`src/design/block_read_statistics_counters_macros.svh`:
```
// Assertion macros for the block read statistics counters.
// Used by the top level; expects clk and rst_n in the including scope.
`ifndef BLOCK_READ_STATISTICS_COUNTERS_MACROS_SVH
`define BLOCK_READ_STATISTICS_COUNTERS_MACROS_SVH

// Same-cycle implication, disabled while in reset
`define BRSC_ASSERT_NOW(lbl, ante, cons) \
    lbl: assert property (@(posedge clk) disable iff (!rst_n) (ante) |-> (cons)) \
        else $error("brsc check failed");

// Next-cycle implication, disabled while in reset
`define BRSC_ASSERT_NEXT(lbl, ante, cons) \
    lbl: assert property (@(posedge clk) disable iff (!rst_n) (ante) |=> (cons)) \
        else $error("brsc check failed");

`endif

```
`src/design/brsc_pkg.sv`:
```
// Shared types and constants for the block read statistics counters.
// No dependencies; used by brsc_update and the top level.
package brsc_pkg;

    localparam int NUM_COUNTERS      = 15;
    localparam int COUNTER_WIDTH_DEF = 64;
    localparam int CIDX_W            = 4;
    localparam int MODE_W            = 2;
    localparam int S_TDATA_W         = 552;
    localparam int M_TDATA_W         = 64;

    // Record modes
    localparam logic [MODE_W-1:0] MODE_REC     = 2'd0;
    localparam logic [MODE_W-1:0] MODE_REC_DRV = 2'd1;
    localparam logic [MODE_W-1:0] MODE_SNAP    = 2'd2;

    // Counter indexes
    localparam logic [CIDX_W-1:0] C_REQ         = 4'd0;
    localparam logic [CIDX_W-1:0] C_REQ_BYTES   = 4'd1;
    localparam logic [CIDX_W-1:0] C_SVC_MS      = 4'd2;
    localparam logic [CIDX_W-1:0] C_PEAK_MS     = 4'd3;
    localparam logic [CIDX_W-1:0] C_SEQ         = 4'd4;
    localparam logic [CIDX_W-1:0] C_DISC        = 4'd5;
    localparam logic [CIDX_W-1:0] C_OK          = 4'd6;
    localparam logic [CIDX_W-1:0] C_OK_BYTES    = 4'd7;
    localparam logic [CIDX_W-1:0] C_FAIL        = 4'd8;
    localparam logic [CIDX_W-1:0] C_DRV_CMD     = 4'd9;
    localparam logic [CIDX_W-1:0] C_DRV_SEC     = 4'd10;
    localparam logic [CIDX_W-1:0] C_DRV_BYTES   = 4'd11;
    localparam logic [CIDX_W-1:0] C_WITH_IO     = 4'd12;
    localparam logic [CIDX_W-1:0] C_NO_IO_REQ   = 4'd13;
    localparam logic [CIDX_W-1:0] C_NO_IO_BYTES = 4'd14;
    localparam logic [CIDX_W-1:0] C_LAST        = 4'd14;

    // One read record, as held in the input register
    typedef struct packed {
        logic [63:0] offset;
        logic [31:0] length;
        logic        seq_track;
        logic        succeeded;
        logic [63:0] before_commands;
        logic [63:0] before_sectors;
        logic [63:0] before_bytes;
        logic [63:0] after_commands;
        logic [63:0] after_sectors;
        logic [63:0] after_bytes;
        logic [63:0] service_ms;
    } rec_t;

    // Sequence tracking state
    typedef struct packed {
        logic [63:0] prev_end;
        logic        prev_valid;
    } seq_state_t;

endpackage

```
`src/design/brsc_update.sv`:
```
// Next-value logic for the fifteen saturating counters and sequence state.
// Depends on brsc_pkg.
module brsc_update #(
    parameter int COUNTER_WIDTH = brsc_pkg::COUNTER_WIDTH_DEF
) (
    input  logic                          enable,
    input  logic [brsc_pkg::MODE_W-1:0]   mode,
    input  brsc_pkg::rec_t                rec,
    input  brsc_pkg::seq_state_t          seq_cur,
    input  logic [COUNTER_WIDTH-1:0]      cnt_cur  [brsc_pkg::NUM_COUNTERS],
    output brsc_pkg::seq_state_t          seq_next,
    output logic [COUNTER_WIDTH-1:0]      cnt_next [brsc_pkg::NUM_COUNTERS]
);
    import brsc_pkg::*;

    localparam logic [COUNTER_WIDTH-1:0] CNT_MAX = '1;
    localparam logic [64:0] CNT_MAX_X = {{(65-COUNTER_WIDTH){1'b0}}, CNT_MAX};

    // Add and clamp at the counter maximum
    function automatic logic [COUNTER_WIDTH-1:0] sat_add(
        input logic [COUNTER_WIDTH-1:0] cur,
        input logic [63:0]              amt
    );
        logic [64:0] sum;
        sum = {{(65-COUNTER_WIDTH){1'b0}}, cur} + {1'b0, amt};
        if (sum > CNT_MAX_X)
            return CNT_MAX;
        return sum[COUNTER_WIDTH-1:0];
    endfunction

    logic [63:0]              len_x;
    logic [COUNTER_WIDTH-1:0] peak_cand;
    logic                     drv_ok;
    logic [63:0]              dcmd;
    logic [63:0]              dsec;
    logic [63:0]              dbytes;

    assign len_x  = {32'd0, rec.length};
    assign dcmd   = rec.after_commands - rec.before_commands;
    assign dsec   = rec.after_sectors - rec.before_sectors;
    assign dbytes = rec.after_bytes - rec.before_bytes;

    // Clamp the service time to the counter range for the peak
    assign peak_cand = ({1'b0, rec.service_ms} > CNT_MAX_X) ? CNT_MAX
                     : rec.service_ms[COUNTER_WIDTH-1:0];

    // Drive stats count only when no total ran backwards
    assign drv_ok = (mode == MODE_REC_DRV)
                 && (rec.after_commands >= rec.before_commands)
                 && (rec.after_sectors >= rec.before_sectors)
                 && (rec.after_bytes >= rec.before_bytes);

    // Compute every counter update in parallel
    always_comb
    begin
        cnt_next = cnt_cur;
        seq_next = seq_cur;
        if (enable && (mode == MODE_REC || mode == MODE_REC_DRV))
        begin
            cnt_next[C_REQ]       = sat_add(cnt_cur[C_REQ], 64'd1);
            cnt_next[C_REQ_BYTES] = sat_add(cnt_cur[C_REQ_BYTES], len_x);
            cnt_next[C_SVC_MS]    = sat_add(cnt_cur[C_SVC_MS], rec.service_ms);
            if (peak_cand > cnt_cur[C_PEAK_MS])
                cnt_next[C_PEAK_MS] = peak_cand;

            if (rec.seq_track)
            begin
                if (seq_cur.prev_valid)
                begin
                    if (rec.offset == seq_cur.prev_end)
                        cnt_next[C_SEQ] = sat_add(cnt_cur[C_SEQ], 64'd1);
                    else
                        cnt_next[C_DISC] = sat_add(cnt_cur[C_DISC], 64'd1);
                end
                seq_next.prev_end   = rec.offset + len_x;
                seq_next.prev_valid = 1'b1;
            end

            if (rec.succeeded)
            begin
                cnt_next[C_OK]       = sat_add(cnt_cur[C_OK], 64'd1);
                cnt_next[C_OK_BYTES] = sat_add(cnt_cur[C_OK_BYTES], len_x);
            end
            else
            begin
                cnt_next[C_FAIL] = sat_add(cnt_cur[C_FAIL], 64'd1);
            end

            if (drv_ok)
            begin
                cnt_next[C_DRV_CMD]   = sat_add(cnt_cur[C_DRV_CMD], dcmd);
                cnt_next[C_DRV_SEC]   = sat_add(cnt_cur[C_DRV_SEC], dsec);
                cnt_next[C_DRV_BYTES] = sat_add(cnt_cur[C_DRV_BYTES], dbytes);
                if (dcmd != 64'd0)
                begin
                    cnt_next[C_WITH_IO] = sat_add(cnt_cur[C_WITH_IO], 64'd1);
                end
                else if (rec.succeeded)
                begin
                    cnt_next[C_NO_IO_REQ]   = sat_add(cnt_cur[C_NO_IO_REQ], 64'd1);
                    cnt_next[C_NO_IO_BYTES] = sat_add(cnt_cur[C_NO_IO_BYTES], len_x);
                end
            end
        end
    end

endmodule

```
`src/design/block_read_statistics_counters.sv`:
```
// Channel   Signals                         Word
// s         s_tvalid s_tready s_tdata s_tuser  one read record (tuser = mode)
// m         m_tvalid m_tready m_tdata m_tuser m_tlast  one counter (tuser = index)
//
// A record word is held in the input register, and all counters update together
// from it at the next edge. A snapshot word stays in the input register until all
// fifteen counter words are loaded, one counter word into the output register in
// each cycle that register is free; a stalled output holds only snapshots, never
// records.
// Reset clears all counters and the sequence tracking at once.
// Depends on brsc_pkg, brsc_update and the macros header.
`include "block_read_statistics_counters_macros.svh"

module block_read_statistics_counters #(
    parameter int COUNTER_WIDTH = brsc_pkg::COUNTER_WIDTH_DEF
) (
    input  logic                              clk,
    input  logic                              rst_n,
    input  logic                              s_tvalid,
    output logic                              s_tready,
    // [63:0] offset, [95:64] length, [96] seq_track, [97] succeeded,
    // [161:98] before_commands, [225:162] before_sectors, [289:226] before_bytes,
    // [353:290] after_commands, [417:354] after_sectors, [481:418] after_bytes,
    // [545:482] service_ms, [551:546] zero
    input  logic [brsc_pkg::S_TDATA_W-1:0]    s_tdata,
    // [1:0] mode
    input  logic [brsc_pkg::MODE_W-1:0]       s_tuser,
    output logic                              m_tvalid,
    input  logic                              m_tready,
    // [63:0] counter_value
    output logic [brsc_pkg::M_TDATA_W-1:0]    m_tdata,
    // [3:0] counter_index
    output logic [brsc_pkg::CIDX_W-1:0]       m_tuser,
    // final_item
    output logic                              m_tlast
);
    import brsc_pkg::*;

    logic                     in_valid_reg;
    logic [MODE_W-1:0]        in_mode_reg;
    rec_t                     in_rec_reg;
    rec_t                     s_rec;
    logic [CIDX_W-1:0]        snap_idx_reg;
    logic [COUNTER_WIDTH-1:0] counters_reg [NUM_COUNTERS];
    logic [COUNTER_WIDTH-1:0] counters_next [NUM_COUNTERS];
    seq_state_t               seq_reg;
    seq_state_t               seq_next;
    logic                     m_valid_reg;
    logic [M_TDATA_W-1:0]     m_data_reg;
    logic [CIDX_W-1:0]        m_idx_reg;
    logic                     m_last_reg;
    logic                     is_snap;
    logic                     out_load;
    logic                     in_done;

    // Unpack the slave word
    assign s_rec.offset          = s_tdata[63:0];
    assign s_rec.length          = s_tdata[95:64];
    assign s_rec.seq_track       = s_tdata[96];
    assign s_rec.succeeded       = s_tdata[97];
    assign s_rec.before_commands = s_tdata[161:98];
    assign s_rec.before_sectors  = s_tdata[225:162];
    assign s_rec.before_bytes    = s_tdata[289:226];
    assign s_rec.after_commands  = s_tdata[353:290];
    assign s_rec.after_sectors   = s_tdata[417:354];
    assign s_rec.after_bytes     = s_tdata[481:418];
    assign s_rec.service_ms      = s_tdata[545:482];

    // Snapshot walks the counters as the output register frees up
    assign is_snap  = in_valid_reg && (in_mode_reg == MODE_SNAP);
    assign out_load = is_snap && (!m_valid_reg || m_tready);
    assign in_done  = in_valid_reg && (!is_snap || (out_load && snap_idx_reg == C_LAST));
    assign s_tready = !in_valid_reg || in_done;

    // Hold the record being worked on
    always_ff @(posedge clk or negedge rst_n)
    begin
        if (!rst_n)
        begin
            in_valid_reg <= 1'b0;
            in_mode_reg  <= MODE_REC;
            snap_idx_reg <= '0;
        end
        else
        begin
            if (s_tready)
                in_valid_reg <= s_tvalid;
            if (s_tvalid && s_tready)
                in_mode_reg <= s_tuser;
            if (in_done)
                snap_idx_reg <= '0;
            else if (out_load)
                snap_idx_reg <= snap_idx_reg + 4'd1;
        end
    end

    always_ff @(posedge clk)
    begin
        if (s_tvalid && s_tready)
            in_rec_reg <= s_rec;
    end

    brsc_update #(
        .COUNTER_WIDTH (COUNTER_WIDTH)
    ) u_update (
        .enable   (in_valid_reg),
        .mode     (in_mode_reg),
        .rec      (in_rec_reg),
        .seq_cur  (seq_reg),
        .cnt_cur  (counters_reg),
        .seq_next (seq_next),
        .cnt_next (counters_next)
    );

    // Advance the counters and sequence tracking
    always_ff @(posedge clk or negedge rst_n)
    begin
        if (!rst_n)
        begin
            for (int i = 0; i < NUM_COUNTERS; i++)
                counters_reg[i] <= '0;
            seq_reg <= '0;
        end
        else
        begin
            counters_reg <= counters_next;
            seq_reg      <= seq_next;
        end
    end

    // Output register for counter words
    always_ff @(posedge clk or negedge rst_n)
    begin
        if (!rst_n)
        begin
            m_valid_reg <= 1'b0;
        end
        else if (out_load)
        begin
            m_valid_reg <= 1'b1;
        end
        else if (m_tready)
        begin
            m_valid_reg <= 1'b0;
        end
    end

    always_ff @(posedge clk)
    begin
        if (out_load)
        begin
            m_data_reg <= M_TDATA_W'(counters_reg[snap_idx_reg]);
            m_idx_reg  <= snap_idx_reg;
            m_last_reg <= (snap_idx_reg == C_LAST);
        end
    end

    assign m_tvalid = m_valid_reg;
    assign m_tdata  = m_data_reg;
    assign m_tuser  = m_idx_reg;
    assign m_tlast  = m_last_reg;

    // Checks
    `BRSC_ASSERT_NOW(a_last_idx, m_tvalid && m_tlast, m_tuser == C_LAST)
    `BRSC_ASSERT_NOW(a_walk_in_snap, snap_idx_reg != 4'd0, is_snap)
    `BRSC_ASSERT_NOW(a_stall_only_snap, !s_tready, is_snap)
    `BRSC_ASSERT_NEXT(a_req_monotonic, in_valid_reg,
        counters_reg[C_REQ] >= $past(counters_reg[C_REQ]))

endmodule

```
`config.mk`:
```
export PLATFORM = sky130hd
export DESIGN_NAME = block_read_statistics_counters
export DESIGN_NICKNAME = d
export VERILOG_FILES = /design/src/design/brsc_pkg.sv /design/src/design/brsc_update.sv /design/src/design/block_read_statistics_counters.sv
export VERILOG_INCLUDE_DIRS = /design/src /design/src/design
export SDC_FILE = /design/constraint.sdc
export NUM_CORES = 2
export LEC_CHECK = 0
export BUFFER_PORTS_ARGS = -buffer_cell sky130_fd_sc_hd__buf_2
export CAP_MARGIN = 20
export CORE_MARGIN = 2
export CORE_UTILIZATION = 51
export CTS_BUF_LIST = sky130_fd_sc_hd__clkbuf_16
export CTS_CLUSTER_DIAMETER = 120
export DETAILED_ROUTE_END_ITERATION = 6
export GPL_TIMING_DRIVEN = 0
export PLACE_DENSITY = 0.72
export SETUP_SLACK_MARGIN = 0.4
export SYNTH_ARGS = -nofsm -noshare
export SYNTH_HDL_FRONTEND = slang
export SYNTH_SLANG_ARGS = --single-unit
export TNS_END_PERCENT = 10
```
`constraint.sdc`:
```
create_clock -name clk -period 32.7 [get_ports clk]
set_input_delay 4.905 -clock clk [delete_from_list [all_inputs] [get_ports clk]]
set_output_delay 4.905 -clock clk [all_outputs]
set_load 0.005 [all_outputs]
```
==> metrics.cfg <==
[run_status]
status=finished, violations left
violations=DRC

[layout]
syn2layout_area_growth_pct=12.1
largest_register_ffs=960
nNetsFinal=14127
final_cell_mix=1137 x a21oi_1, 1078 x nor2_1, 1033 x dfrtp_1, 1010 x nand2_1, 730 x buf_2
layout-drive-gt1-share=0.117
layout_commonest_cell=a21oi_1

[floorplan]
initial_core_util=0.512
row_count=172
die_y_um=473
core_area_um2=219000
die_w_um=473
pin_count=629
die_area_um2=224000

[sta]
fmax_mhz=95.8
holdWs_ps=453
post-route-period-util=0.319
rsz0062_at_grt=false
setup_violations=0
tightest_slew_ps=1290
skew_ps=59.9
period_needed_ps=10440
slew_violations=0
tns_ps=0
hold_viol_final=0
relSlewSlack=0.141

[grt]
grt_pass1_wl_um=653000
grt_pass1_vias=97166
grt_use_total=0.393
antenna_found_initial=57
grt.overflow.total=0
grt_max_degree=154

[synthesis]
yosysSeqAreaShare=0.395
syn_area_per_cell_um2=9.33
yosys.cell_types.count=107
ys_warn_count=0
ys_seq_elements=1648
syn-num-nets=13282
synth_ff_type=dfrtp_1
synth_cells=12031
yosys.area.top_type=dfrtp_1
synth.cell_area_um2=112000
synthTopCellsByArea=dfrtp_1 23%, edfxtp_1 16%, ha_1 7.6%, mux4_2 5.1%, a21oi_1 5.1%
synth_top_area_frac=0.230
async_reset_ff_frac=0.627
synth-edff-count=615

[routing]
drt_wl_total_um=451000
drt_iter0_markers=12578
via_count=103515
wl_per_cell_um=28.3
viasPerCell=6.49
drc=1
drt_first_pass_iters=7
ant_nets=0

[critical_path]
critPathLaunch=m_tready
r2r_slack_ps=24350
crit_type=in -> out
required_ps=27790
reg2reg_depth=27
crit_path_end_kind=output pin
arrival_ps=5530
r2r-end=counters_reg[318]
worstSetupStartpointType=input port
cp-endpoint=s_tready
cp_max_fo=4
timing.rr.start=in_rec_reg[320]

[flow_run]
drv_cap=0

[min_path]
min-delay-path-class=reg -> reg
min_path_cells=0

[clock_tree]
postCtsSetupBuffers=0
cts_max_path_buffers=3
cts.clk_slew.worst_paths_ps=60
worstSkewPairLatency_ps=870
cts_resized=0
h-tree-depth=4
cts_hold_buf=0
clock_sinks=1648
cts_buffers=187
cts_tree=yes
clockRootBuffer=clkbuf_16

[power]
power_switching_w=0.00382
internal_power_w=0.00526
pwr-share-clk=0.237
peakVddDrop_v=0.0000566
p_comb_frac=0.434
p_per_area_nw_per_um2=72.2
pwr-share-seq=0.329
leakage_nw=53.0
fin_total_pwr_w=0.00908
switching_share=0.421

[placement]
portBuffers=622
gp_congestion=1.08
place_hpwl_um=359000

[logic make-up (layout without fill, tap and decap cells)]
kind of cell,Yosys count,in the layout,share of synthesized area
AOI/OAI and AO/OA,3524,3524,0.194
xor gates and xnor gates,747,747,0.0583
adders and majority gates,693,693,0.0780
buffers and inverters,1127,2127,0.0396
DFF,1648,1648,0.395
muxes,430,430,0.0681
other,0,46,0
and+or+nand+nor,3862,3862,0.167
[routing by layer]
layer	vias up	routed length (um)	GRT usage	part of all wire
li1	46475	-	-	-
met1	50262	176000	0.511	0.39
met2	5551	195000	0.593	0.43
met3	1193	43300	0.0803	0.096
met4	34	36000	0.264	0.080
met5	-	238	0	0.00053
[power by group through the flow]
stage	combinational, W	clock, W	sequential [W]
2_1_floorplan	0.00276	0	0.00276
3_3_place_gp	0.00375	0	0.00304
3_5_place_dp	0.00383	0	0.00301
4_1_cts	0.00385	0.00216	0.00297
5_1_grt	0.00429	0.00224	0.00300
6_report	0.00394	0.00215	0.00299
[cell usage after synthesis, drive strengths merged (18+ instances only)]
library cell / count
nor4: 86
and4: 65
mux2i: 70
nor2b: 87
mux2: 104
nor3: 197
a41oi: 70
o32a: 20
ha: 682
or2: 39
a31o: 18
nand3: 367
o22a: 96
nand2b: 138
or4: 20
a211o: 25
inv: 511
o21bai: 97
edfxtp: 615
a21oi: 1139
clkbuf: 444
o22ai: 20
o31ai: 48
o211ai: 42
nand4: 296
mux4: 256
xor2: 289
a211oi: 59
dfrtp: 1033
xnor2: 458
a31oi: 581
and3: 235
or3: 64
a21boi: 23
and2: 90
o21a: 79
a21o: 365
o21ai: 682
buf: 172
nor2: 1084
nand2: 1011
nand3b: 25
[cell type report]
cell class / count / area, um^2
Antenna cell: 46 / 115
Fill cell: 19248 / 93500
Timing Repair Buffer: 656 / 3680
Sequential cell: 1648 / 44300
Multi-Input combinational cell: 9256 / 63500
Clock buffer: 191 / 4780
Tap cell: 2871 / 3590
Buffer: 616 / 2530
Clock inverter: 153 / 1310
Inverter: 511 / 1930
[metrics by stage]
step                area (um^2)  setup WS [ps]  utilization  cells
floorplan                112000          15970            -  12031
global placement         119000           2720        0.542  15524
detailed placement       120000          22260        0.545  15556
CTS                      126000          22260        0.573  15900
global route             126000          22170        0.573  15908
finish                   126000          22260        0.573  15948
[how the worst min path moves through the flow]
stage               slack [ps]            start          to
finish                     450  snap_idx_reg[2]  m_tuser[2]
global route               460  snap_idx_reg[2]  m_tuser[2]
CTS                        450  snap_idx_reg[2]  m_tuser[2]
detailed placement         440  snap_idx_reg[2]  m_tuser[2]
global placement           430  snap_idx_reg[2]  m_tuser[2]
floorplan                  420  snap_idx_reg[2]  m_tuser[2]
[worst max-delay path, stage by stage]
cell and delay, ps:
buf_2 100, nor2_1 200, o21bai_1 170, buf_2 150
No activity file was read; power rests on OpenSTA's default activity.
